<file path="config.mk">
export PLATFORM = sky130hd
export DESIGN_NAME = kmc_div
export DESIGN_NICKNAME = d
export VERILOG_FILES = /design/src/hw/rtl/kmc_pkg.sv /design/src/hw/rtl/kmc_div.sv
export SDC_FILE = /design/constraint.sdc
export NUM_CORES = 1
export LEC_CHECK = 0
export ABC_AREA = 1
export BUFFER_PORTS_ARGS = -buffer_cell sky130_fd_sc_hd__buf_2
export CORE_ASPECT_RATIO = 0.5
export CORE_MARGIN = 2
export CORE_UTILIZATION = 30
export DETAILED_ROUTE_END_ITERATION = 6
export GPL_TIMING_DRIVEN = 0
export PLACE_DENSITY = 0.59
export SLEW_MARGIN = 20
export SYNTH_ARGS = -nofsm -noshare
export SYNTH_HDL_FRONTEND = slang
export SYNTH_SLANG_ARGS = --single-unit
</file>
<file path="constraint.sdc">
create_clock -name clk_i -period 4.2 [get_ports clk_i]
set_clock_uncertainty 0.15 [all_clocks]
set_input_delay 0.21 -clock clk_i [delete_from_list [all_inputs] [get_ports clk_i]]
set_output_delay 0.21 -clock clk_i [all_outputs]
set_load 0.1 [all_outputs]
</file>
<file path="src/hw/rtl/kmc_pkg.sv">
// ----------------------------------------------------------------------------
// kmc_pkg
// Shared widths, register map, sequencer states and divider status for the
// k-means clustering block.
// ----------------------------------------------------------------------------
package kmc_pkg;

  // field and register widths
  localparam int CRD_W = 16;
  localparam int ASG_W = 3;
  localparam int IDX_W = 3;
  localparam int NP_W  = 11;
  localparam int ND_W  = 4;
  localparam int NK_W  = 4;
  localparam int NI_W  = 8;
  localparam int LC_W  = 14;
  localparam int SQ_W  = 33;
  localparam int ACC_W = 36;
  localparam int PA_W  = 4;
  localparam int PD_W  = 32;

  // default sizes
  localparam int MAX_POINTS_DEF   = 1024;
  localparam int MAX_DIMS_DEF     = 8;
  localparam int MAX_CLUSTERS_DEF = 8;

  // register reset values
  localparam logic [NP_W-1:0] NP_RST = 11'd1024;
  localparam logic [ND_W-1:0] ND_RST = 4'd2;
  localparam logic [NK_W-1:0] NK_RST = 4'd2;
  localparam logic [NI_W-1:0] NI_RST = 8'd100;

  // register indexes
  typedef enum logic [1:0] {
    REG_NUM_POINTS,
    REG_NUM_DIMS,
    REG_NUM_CLUSTERS,
    REG_NUM_ITERS
  } kmc_reg_e;

  // sequencer states
  typedef enum logic [4:0] {
    ST_LOAD,
    ST_RECALC,
    ST_RECALC_WAIT,
    ST_SEED_RD,
    ST_SEED_WR,
    ST_A_RD,
    ST_A_SQ,
    ST_A_ACC,
    ST_CLR,
    ST_S_RDA,
    ST_S_ASG,
    ST_S_RD,
    ST_S_ADD,
    ST_U_CHK,
    ST_U_RD,
    ST_U_DIV0,
    ST_U_DIV,
    ST_O_RD,
    ST_O_LD
  } kmc_state_e;

  // divider status
  typedef struct packed {
    logic busy;
    logic done;
  } kmc_div_sts_t;

endpackage

</file>
<file path="src/hw/rtl/kmc_div.sv">
// ----------------------------------------------------------------------------
// kmc_div
// Restoring unsigned divider, one quotient bit per cycle.
// ----------------------------------------------------------------------------
module kmc_div #(
  parameter int DVW = 26,
  parameter int DSW = 11
) (
  input  logic                 clk_i,
  input  logic                 rst_ni,
  input  logic                 start_i,
  input  logic [DVW-1:0]       dividend_i,
  input  logic [DSW-1:0]       divisor_i,
  output logic [DVW-1:0]       quotient_o,
  output logic [DSW-1:0]       remainder_o,
  output kmc_pkg::kmc_div_sts_t sts_o
);
  import kmc_pkg::*;

  localparam int CW = $clog2(DVW + 1);

  logic [CW-1:0]  cnt_q, cnt_d;
  logic           done_q, done_d;
  logic [DVW-1:0] quo_q, quo_d;
  logic [DSW-1:0] rem_q, rem_d, dsr_q, dsr_d;
  logic [DSW:0]   rem_sh;
  logic           ge;

  // one shift and trial subtract per cycle
  always_comb begin
    rem_sh = {rem_q, quo_q[DVW-1]};
    ge     = rem_sh >= {1'b0, dsr_q};
    cnt_d  = cnt_q;
    done_d = 1'b0;
    quo_d  = quo_q;
    rem_d  = rem_q;
    dsr_d  = dsr_q;
    if (start_i) begin
      quo_d = dividend_i;
      rem_d = '0;
      dsr_d = divisor_i;
      cnt_d = CW'(DVW);
    end else if (cnt_q != '0) begin
      quo_d  = {quo_q[DVW-2:0], ge};
      rem_d  = ge ? DSW'(rem_sh - {1'b0, dsr_q}) : DSW'(rem_sh);
      cnt_d  = cnt_q - CW'(1);
      done_d = (cnt_q == CW'(1));
    end
  end

  always_ff @(posedge clk_i or negedge rst_ni) begin
    if (!rst_ni) begin
      cnt_q  <= '0;
      done_q <= 1'b0;
    end else begin
      cnt_q  <= cnt_d;
      done_q <= done_d;
    end
  end

  always_ff @(posedge clk_i) begin
    quo_q <= quo_d;
    rem_q <= rem_d;
    dsr_q <= dsr_d;
  end

  assign quotient_o  = quo_q;
  assign remainder_o = rem_q;
  assign sts_o.busy  = (cnt_q != '0);
  assign sts_o.done  = done_q;

  `ifndef NO_ASSERTIONS
  // checks that no division is started while one is running
  a_no_restart: assert property (@(posedge clk_i) disable iff (!rst_ni)
    start_i |-> !sts_o.busy) else $error("divider restarted while busy");
  // done follows the last step
  a_done_after_step: assert property (@(posedge clk_i) disable iff (!rst_ni)
    (cnt_q == CW'(1) && !start_i) |=> done_q) else $error("divider done missing");
  // done only when idle
  a_done_idle: assert property (@(posedge clk_i) disable iff (!rst_ni)
    done_q |-> cnt_q == '0) else $error("divider done while busy");
  `endif
endmodule

</file>
==> flow_summary.toml <==
[place]
place.gp.congestion = 0.8321
dpl.hpwl_um = 5219
place_area_um2 = 3649
dp.cells = 588
port_buffers = 78

[synth]
synth_cell_types = 33
synthCells = 370
ys_seq_area_share_pct = 48.05
yosys_warnings = 0
syn-num-nets = 425
synth_area_um2 = 3083
ys_ff_latch = 54
postSynthAreaPerCell_um2 = 8.332

[timing]
rsz0062_at_grt = "false"
finalHoldViolCount = 0
fin_tns_setup_ns = 0
setup_viol = 0
final-max-slew-violation-count = 0
slew_headroom_pct = 26.16
worst_pin_slew_ns = 1.106
period_needed_ns = 2.378
period_share_pct = 56.62
fmax_mhz = 420.5

[routing]
drtAntennaViolNets = 0
first_pass_iters = 4
drc = 0
drtIter0Drc = 108
routed_wl_um = 7252
wl_per_cell_um = 11.93
dr_total_vias = 2632
vias_per_cell = 4.329

[floorplan]
ios = 79
die_area_um2 = 11150
core-area_um2 = 10120
dieHeight_um = 75.68
initial_utilization_pct = 30.47
die_w_um = 147.4
row_count = 26

[setup_path]
cp_cell_sequence = "inv_1 -> ha_1 -> nand3_2 -> nor2_1 -> inv_1"
crit_top_cell = "inv_1"
crit_fanout = 27
startpoint_type = "flop"
cp_slowest_cell = "inv_1"
cp.buffers_inverters = 2
slowest_delay_ns = 0.58
cp.required_ns = 3.91
path_delay_family = "buffers and inverters"
path_class = "reg -> reg"
arrival_ns = 2.09
worst_setup_path_end_kind = "flop"

[global_route]
grt_pass1_wl_um = 11560
antenna_found_initial = 0
grt_max_degree = 28
grt_pass1_vias = 2451
grt_remaining_overflow = 0
groute.usage.overall_pct = 13.30

[pwr]
p_leak_nw = 2.037
vdd_drop_max_v = 0.0002091
p_total_w = 0.002606
power.density_nw_per_um2 = 665.5

[layout]
layout.cells.most_common = "nand2_1"
antenna_cells = 0
fin_area_um2 = 3916
layout_common_cells = "nand2_1, buf_2, inv_1"
layoutNonFillerInstCount = 608
fin_nets = 522
drive_above_1_share_pct = 26.71
syn_to_final_growth_pct = 27.03

[clock_network]
cts_max_level = 2
clk_latency_ns = 0.30
clock_sinks = 54
clkTransAtPathRegs_ns = 0.07
cts_tree = "done"
clock_path_buffers = 2
numCtsBuffers = 5
cts_root_buf = "clkbuf_16"

[run]
max_cap_violations = 0

[hold_path]
hp-class = "in -> reg"

[status]
status = "finished, final reports clean"
[cells in the mapped netlist]
cell / n / area, um2
nand2_1: 142 / 533.0
inv_1: 50 / 187.7
edfxtp_1: 37 / 1111
nand3_1: 27 / 135.1
ha_1: 14 / 175.2
nand2_2: 14 / 87.58
nand4_1: 14 / 87.58
dfxtp_1: 11 / 220.2
nor2_1: 10 / 37.54
nand3_2: 7 / 70.07
dfrtp_1: 6 / 150.1
a21oi_1: 4 / 20.02
buf_2: 4 / 20.02
inv_2: 3 / 11.26
nor2_2: 3 / 18.77
buf_4: 2 / 15.01
buf_6: 2 / 22.52
clkbuf_1: 2 / 7.510
nor3_1: 2 / 10.01
xnor2_1: 2 / 17.52
xor2_1: 2 / 17.52
a21oi_2: 1 / 8.760
a22oi_1: 1 / 7.510
and2_4: 1 / 8.760
buf_1: 1 / 3.750
buf_12: 1 / 20.02
fa_1: 1 / 20.02
nand4_4: 1 / 21.27
nor2_4: 1 / 11.26
o211ai_1: 1 / 7.510
o21ai_1: 1 / 5.000
o31ai_1: 1 / 7.510
or2_1: 1 / 6.260
[repair_timing]
item / in CTS / in global routing
endpoints found under the setup margin: 0 / 0
hold buffers: 12 / 0
hold endpoints to repair: 17 / 0
gates resized for setup: 0 / 0
buffers inserted: 0 / 0
[metal layers]
layer  GRT usage [%]  share of wire, %
met1           17.10                49
met2           22.69                46
met3           3.054               3.9
met4           4.701               1.1
met5               0                 0
[worst paths after layout]
kind / from / endpoint / slack [ns] / cells past startpoint
max reg2reg: cnt_q[0] / quotient_o[3] / 1.82 / 5
min: dividend_i[14] / quotient_o[14] / 0.03 / 3
min in group asynchronous: rst_ni / cnt_q[1] / 0.12 / 2
max: cnt_q[0] / quotient_o[3] / 1.82 / 5
max in group asynchronous: rst_ni / cnt_q[3] / 3.63 / 2
min reg2reg: remainder_o[10] / remainder_o[10] / 0.34 / 2
[through the flow]
| stage | worst slack [ns] | hold slack, ns | util [%] |
|---|---|---|---|
| final | 1.822 | 0.03087 | 38.71 |
| after global routing | 1.702 | 0.02947 | 38.71 |
| after CTS | 1.845 | 0.02506 | 38.71 |
| after detailed placement | 1.870 | -0.1052 | 36.06 |
| after global placement | 1.859 | -0.1006 | 36.06 |
| after floorplan | 1.526 | -0.2356 | - |
[where the power goes]
part	switching (W)	internal, W
Combinational	0.00105	0.000389
Sequential	0.0000696	0.000663
Clock	0.000197	0.000237
Total	0.00132	0.00129
[registers in the layout (all words and copies together) (netlist names)]
signal,count
cnt_q,5
done_q,1
dsr_q,11
quotient_o,26
remainder_o,11
[worst reg2reg max path: stages (launching register included)]
cell and delay (ns):
dfrtp_1 0.41, inv_1 0.12, ha_1 0.20, nand3_2 0.14, nor2_1 0.33, inv_1 0.58
[area by class of cell]
class,count,area (um2)
plain buffers,12,88.84
clock buffers,7,142.6
clock inverters,1,5.005
fillers,1039,6201
inverters,53,198.9
multi-input cells,251,1314
flip-flops and latches,54,1481
well taps,140,175.2
repair buffers,90,510.5
[cell families after synthesis]
kind of cell,synth area share (%)
compound gates,1.826
xor+xnor,1.137
fa+ha+maj,6.331
buf+inv,9.334
flops,48.05
simple gates,33.32
No activity file was read; power rests on OpenSTA's default activity.
