<file path="config.mk">
export PLATFORM = sky130hd
export DESIGN_NAME = kmc_ram
export DESIGN_NICKNAME = d
export VERILOG_FILES = /design/src/hw/rtl/kmc_ram.sv
export SDC_FILE = /design/constraint.sdc
export NUM_CORES = 1
export LEC_CHECK = 0
export BUFFER_PORTS_ARGS = -buffer_cell sky130_fd_sc_hd__buf_4
export CAP_MARGIN = 20
export CORE_UTILIZATION = 38
export CTS_BUF_LIST = sky130_fd_sc_hd__clkbuf_8
export DETAILED_ROUTE_END_ITERATION = 7
export HOLD_SLACK_MARGIN = 0.03
export SYNTH_ARGS = -nofsm -noshare
export SYNTH_HDL_FRONTEND = slang
export SYNTH_SLANG_ARGS = --single-unit
</file>
<file path="constraint.sdc">
create_clock -name clk_i -period 3.9 [get_ports clk_i]
set_input_delay 0.39 -clock clk_i [delete_from_list [all_inputs] [get_ports clk_i]]
set_output_delay 0.39 -clock clk_i [all_outputs]
set_load 0.01 [all_outputs]
</file>
<file path="src/hw/rtl/kmc_ram.sv">
// ----------------------------------------------------------------------------
// kmc_ram
// Generic simple dual-port RAM, one write port, one registered read port.
// ----------------------------------------------------------------------------
module kmc_ram #(
  parameter int WIDTH = 16,
  parameter int DEPTH = 64,
  parameter int AW    = ($clog2(DEPTH) > 0) ? $clog2(DEPTH) : 1
) (
  input  logic             clk_i,
  input  logic             we_i,
  input  logic [AW-1:0]    waddr_i,
  input  logic [WIDTH-1:0] wdata_i,
  input  logic [AW-1:0]    raddr_i,
  output logic [WIDTH-1:0] rdata_o
);
  logic [WIDTH-1:0] mem [DEPTH];

  // write port and registered read
  always_ff @(posedge clk_i) begin
    if (we_i) begin
      mem[waddr_i] <= wdata_i;
    end
    rdata_o <= mem[raddr_i];
  end
endmodule

</file>
==> results.ini, run 1 <==
[yosys]
ys_types = 43
syn_inst = 1829
synth_area_per_cell_um2 = 21.9
synth-simple-area-share = 0.0265
synth-edff-count = 1024
syn-cell-area_um2 = 40000
seq_area_frac_synth = 0.776
synth-compound-area-share = 0.0241
synth_ff_type = edfxtp_1
synth_top_family_by_area = multiplexers
synthMuxAreaShare = 0.155
synth-xor-area-share = 0
yosys.area_share.adder = 0
async_reset_ff_frac = 0
synth_fp_nets = 1859
yosysWarningCount = 0
synth_seq_cells = 1040

[timing]
max_freq_mhz = 418
skew_ps = 43.2
hold_violations = 0
rsz0062_at_grt = no
tightest_slew_ps = 1020
finalCritPeriodShare = 0.613
setup_tns_ps = 0
max_slew_margin = 0.315
slew_violations = 0
setup_violations = 0
final.min_clock_period_ps = 2390

[clocking]
cts_max_path_buffers = 3
cts_hold_buf = 0
numClockSinks = 1040
post_cts_buffers = 0
clk_pin_slew_worst_paths_ps = 60
numCtsBuffers = 165
cts_resized = 0
root_buffer = clkbuf_8
cts_tree = built
clk_latency_ps = 820
cts_htree_levels = 4

[global_routing]
antenna_found_initial = 4
grt_start_max_net_pins = 68
overflow = 0
track_usage = 0.183
grt_pass1_wl_mm = 140
grt_pass1_vias = 20049

[critical_path]
slowest_delay_ps = 540
cp_max_fo = 54
rr_startpoint = mem[22][13]
critPathKind = in2reg
r2r_slack_ps = 1730
cp.arrival_ps = 3090
crit_slowest_cell = mux4_2
worstSetupStartpoint = raddr_i[0]
crit_path_end = rdata_o[12]
cpLargestDelayFamily = buffers and inverters
cp-start-kind = input port
cp_data_required_time_ps = 4600
critical_path_depth = 8
r2r_cells = 5
crit_buf_inv = 3
end_kind = register
path_cells = buf_8, buf_12, buf_4, mux4_2, mux2_2, nand2_1, nand4_1, and4_1
reg2reg_to = rdata_o[13]

[floorplan]
io_pins = 46
rows = 118
start_util = 0.385
die_area_um2 = 107000
core-area_um2 = 104000
fp.dieW_um = 327
die_y_um = 327

[detailed_routing]
drt_pass1_iterations = 5
antenna_left = 0
num_vias = 19514
first_iter_violations = 2270
routed_wl_mm = 97.2
drc = 0
wl_per_cell_um = 27.3
viasPerCell = 5.48

[finish]
final_util = 0.436
layout.nets = 2074
final_layout_size_suffix_gt1_frac = 0.281
stdcell_count = 3559
final_common_cell = edfxtp_1
syn2layout_area_growth_pct = 13.1
final_cell_mix = 1024 x edfxtp_1, 220 x mux4_2, 170 x clkbuf_8

[pwr]
max-vdd-ir-drop_v = 0.000316
p_per_area_nw_per_um2 = 486
p_leak_nw = 14.5

[place]
routabilityCongestion = 0.810
place_hpwl_mm = 56.8
io_buffers = 45
dp_cells = 3257

[status]
status = completed

[run]
cap_viol_max_count = 0

[hold_path]
holdCritPathClass = in2reg

stage by stage:
stage               hold WS, ps  worst slack (ps)  power (W)  area (um2)
finish                      122              1510     0.0220       45300
global route               87.9              1360     0.0227       45300
CTS                        60.1              1460     0.0222       45300
detailed placement          788               572     0.0138       42300
global placement            782               614     0.0138       42300
floorplan                   489              1480     0.0133       40000
cell type report:
type	count	area, um2
Clock buffer	170	2340
Tap cell	1380	1730
Multi-Input combinational cell	685	8270
Antenna cell	2	5.00
Sequential cell	1040	31100
Clock inverter	130	652
Fill cell	8897	58600
Timing Repair Buffer	152	1250
worst min-delay path by stage:
stage                          start    endpoint  slack (ps)  cells after the start
after floorplan           wdata_i[0]   mem[0][0]         490                      0
final                     waddr_i[2]  mem[48][7]         120                      2
after global routing      waddr_i[1]  mem[48][7]          90                      2
after global placement    rdata_o[8]  rdata_o[8]         780                      1
after detailed placement  rdata_o[8]  rdata_o[8]         790                      1
after CTS                 waddr_i[2]  mem[49][7]          60                      2
Yosys cell counts (4+ instances only):
master / number / area share
edfxtp_1: 1024 / 0.77
mux4_2: 220 / 0.12
mux2i_1: 85 / 0.021
nor2_1: 72 / 0.0067
nand2_1: 59 / 0.0055
a22oi_1: 39 / 0.0073
buf_2: 36 / 0.0045
nor2b_1: 30 / 0.0047
mux2_2: 27 / 0.0076
clkbuf_1: 24 / 0.0022
nand3_1: 24 / 0.0030
a21oi_1: 17 / 0.0021
buf_6: 17 / 0.0048
a221oi_1: 16 / 0.0035
dfxtp_1: 16 / 0.0080
buf_4: 13 / 0.0024
nand4_1: 12 / 0.0019
a211o_1: 8 / 0.0017
a211oi_1: 8 / 0.0015
a311oi_1: 8 / 0.0017
a31oi_1: 8 / 0.0012
a221o_1: 6 / 0.0015
a22o_1: 6 / 0.0013
a41oi_1: 5 / 0.0011
and4_1: 5 / 0.0011
buf_12: 5 / 0.0025
o21ai_0: 5 / 0.00062
mux4_1: 4 / 0.0026
flip-flops by register name, indices dropped and copies added, names as in the netlist:
| signal | flops |
|---|---|
| mem | 1024 |
| rdata_o | 16 |
where the power goes:
| group | total (W) | internal [W] | switching (W) |
|---|---|---|---|
| registers | 0.0124 | 0.0124 | 0.0000569 |
| logic | 0.00116 | 0.000426 | 0.000735 |
| clock network | 0.00841 | 0.00421 | 0.00420 |
| total | 0.0220 | 0.0170 | 0.00499 |
routing by layer:
metal / up-vias / wire length, um / GRT usage
li1: 8154 / - / -
met5: - / 47 / 0
met4: 6 / 1770 / 0.0496
met3: 132 / 8380 / 0.0463
met2: 802 / 47100 / 0.290
met1: 10420 / 39900 / 0.251
kinds of logic after synthesis:
family	Yosys count
AOI/OAI and AO/OA	129
buffers and inverters	104
DFF	1040
muxes	336
and+or+nand+nor	220
worst register-to-register path, delay by kind of cell, from the launching register on:
family / cells / cell delay, ps
compound gates: 3 / 870
flops: 1 / 370
mux: 2 / 820
No activity file was read; power rests on OpenSTA's default activity.
==> inputs of run 2 (changes only) <==
==> constraint.sdc (replaced) <==
create_clock -name clk_i -period 2.5 [get_ports clk_i]
set_input_delay 0.25 -clock clk_i [delete_from_list [all_inputs] [get_ports clk_i]]
set_output_delay 0.25 -clock clk_i [all_outputs]
set_load 0.01 [all_outputs]
==> run 2 against run 1 <==
  * Clock skew down 3.2 ps
  * Non-clock buffer count increased by 95
  * Global-route usage grew 0.074 points
  * Routed wire length barely moved
  * Sequential power up 56%
  * Register-to-register slack lost 1400 ps
  * Utilization grew 0.83 points
  * Via count up 1.9%
  * Total power increased by 57%
  * Worst setup slack got worse by 1200 ps
  * Largest power group unchanged
  * Highest routed layer unchanged
==> results.ini, run 2 (synthesis results as in run 1) <==
[pwr]
p_per_area_nw_per_um2 = 749
p_leak_nw = 15.0
max-vdd-ir-drop_v = 0.000356

[floorplan]
die_area_um2 = 107000
fp.dieW_um = 327
start_util = 0.385
die_y_um = 327
core-area_um2 = 104000
io_pins = 46
rows = 118

[detailed_routing]
first_iter_violations = 1937
num_vias = 19880
viasPerCell = 5.46
drt_pass1_iterations = 5
antenna_left = 0
drc = 0
routed_wl_mm = 97.3
wl_per_cell_um = 26.7

[place]
dp_cells = 3334
routabilityCongestion = 0.837
io_buffers = 45
pre_cts_slack_ps = -127
place_hpwl_mm = 58.8
dpl_cell_area_um2 = 43000

[finish]
largest_reg_flops = 1024
largest_register = mem
final_layout_size_suffix_gt1_frac = 0.302
stdcell_count = 3638
final_common_cell = edfxtp_1
final_area_um2 = 46200
fill_cells = 8846
layout.nets = 2170
final_util = 0.444
syn2layout_area_growth_pct = 15.3
top_regs = mem x1024, rdata_o x16
final_cell_mix = 1024 x edfxtp_1, 220 x mux4_2, 208 x buf_4

[run]
cap_viol_max_count = 0

[timing]
hold_violations = 0
skew_ps = 40.0
slew_violations = 0
finalCritPeriodShare = 0.872
tightest_slew_ps = 882
max_slew_margin = 0.412
setup_slack_ps = 321
final.min_clock_period_ps = 2180
holdWs_ps = 72.5
rsz0062_at_grt = no
setup_violations = 0
max_freq_mhz = 459

[clocking]
cts_tree = built
root_buffer = clkbuf_8
cts_htree_levels = 4
numCtsBuffers = 166
cts_max_path_buffers = 3
numClockSinks = 1040
clk_pin_slew_worst_paths_ps = 60
clk_latency_ps = 820

[critical_path]
cp_data_required_time_ps = 3170
crit_slowest_cell = mux4_2
path_cells = mux4_2, mux2i_1, a22oi_1, a31oi_1, buf_4, a311oi_1
rr_startpoint = mem[23][11]
critPathKind = reg2reg
cp.arrival_ps = 2850
cp-start-kind = register
cp_max_fo = 1
worstSetupStartpoint = mem[23][11]
slowest_delay_ps = 480
end_kind = register

[global_routing]
overflow = 0
track_usage = 0.183
grt_start_max_net_pins = 65
antenna_found_initial = 2
grt_pass1_vias = 20294
grt_pass1_wl_mm = 141

[hold_path]
hold_start = wdata_i[4]
holdCritPathClass = in2reg

[status]
status = completed

## run 2: changes by cell type in the layout (fill, tap and decap cells not counted), sizes merged
cell,previous run,this run
clkinvlp,5,4
dlygate4sd3,0,18
clkbuf,170,174
bufinv,2,3
clkinv,66,39
inv,57,64
buf,152,229
## run 2: metal layers
layer | global-route usage | vias to the layer above | wire, um
li1 | - | 8312 | -
met1 | 0.265 | 10674 | 43300
met2 | 0.280 | 749 | 45200
met3 | 0.0359 | 143 | 6530
met4 | 0.0592 | 2 | 2270
met5 | 0 | - | 13
## run 2: critical path: cells and delay by family, from the launching register on
kind	cells	cell delay (ps)
buffers and inverters	1	200
flip-flops	1	380
AO/OA/AOI/OAI	3	700
multiplexers	2	760
## run 2: per-stage QoR
stage / power (W) / setup TNS (ps)
6_report: 0.0346 / 0
3_3_place_gp: 0.0217 / -320
5_1_grt: 0.0357 / 0
2_1_floorplan: 0.0207 / 0
3_5_place_dp: 0.0217 / -288
4_1_cts: 0.0349 / 0
## run 2: final cells by class
class	count	area, um2	area share
Sequential cell	1040	31100	0.673
Timing Repair Buffer	247	2140	0.0464
Clock inverter	110	584	0.0127
Antenna cell	2	5.00	0.000108
Multi-Input combinational cell	685	8250	0.179
Tap cell	1380	1730	0.0374
Clock buffer	174	2390	0.0519
## run 2: timing repair
item	in CTS	in global routing
hold buffers	18	0
endpoints found under the hold margin	526	0
setup buffers	0	0
resized for setup	0	0
## run 2: worst paths after layout
path	to	slack (ps)	depth (start not counted)
worst max-delay path	rdata_o[11]	320	6
worst max register to register	rdata_o[11]	320	6
worst min register to register	rdata_o[10]	830	4
worst min-delay path	mem[59][4]	70	1
## run 2: where the power goes
group          leakage, nW  total (W)  switching, W  internal, W
clock                 1.73     0.0132       0.00651      0.00674
combinational         3.91    0.00196       0.00119     0.000778
sequential            9.35     0.0194     0.0000802       0.0193
total                 15.0     0.0346       0.00777       0.0268
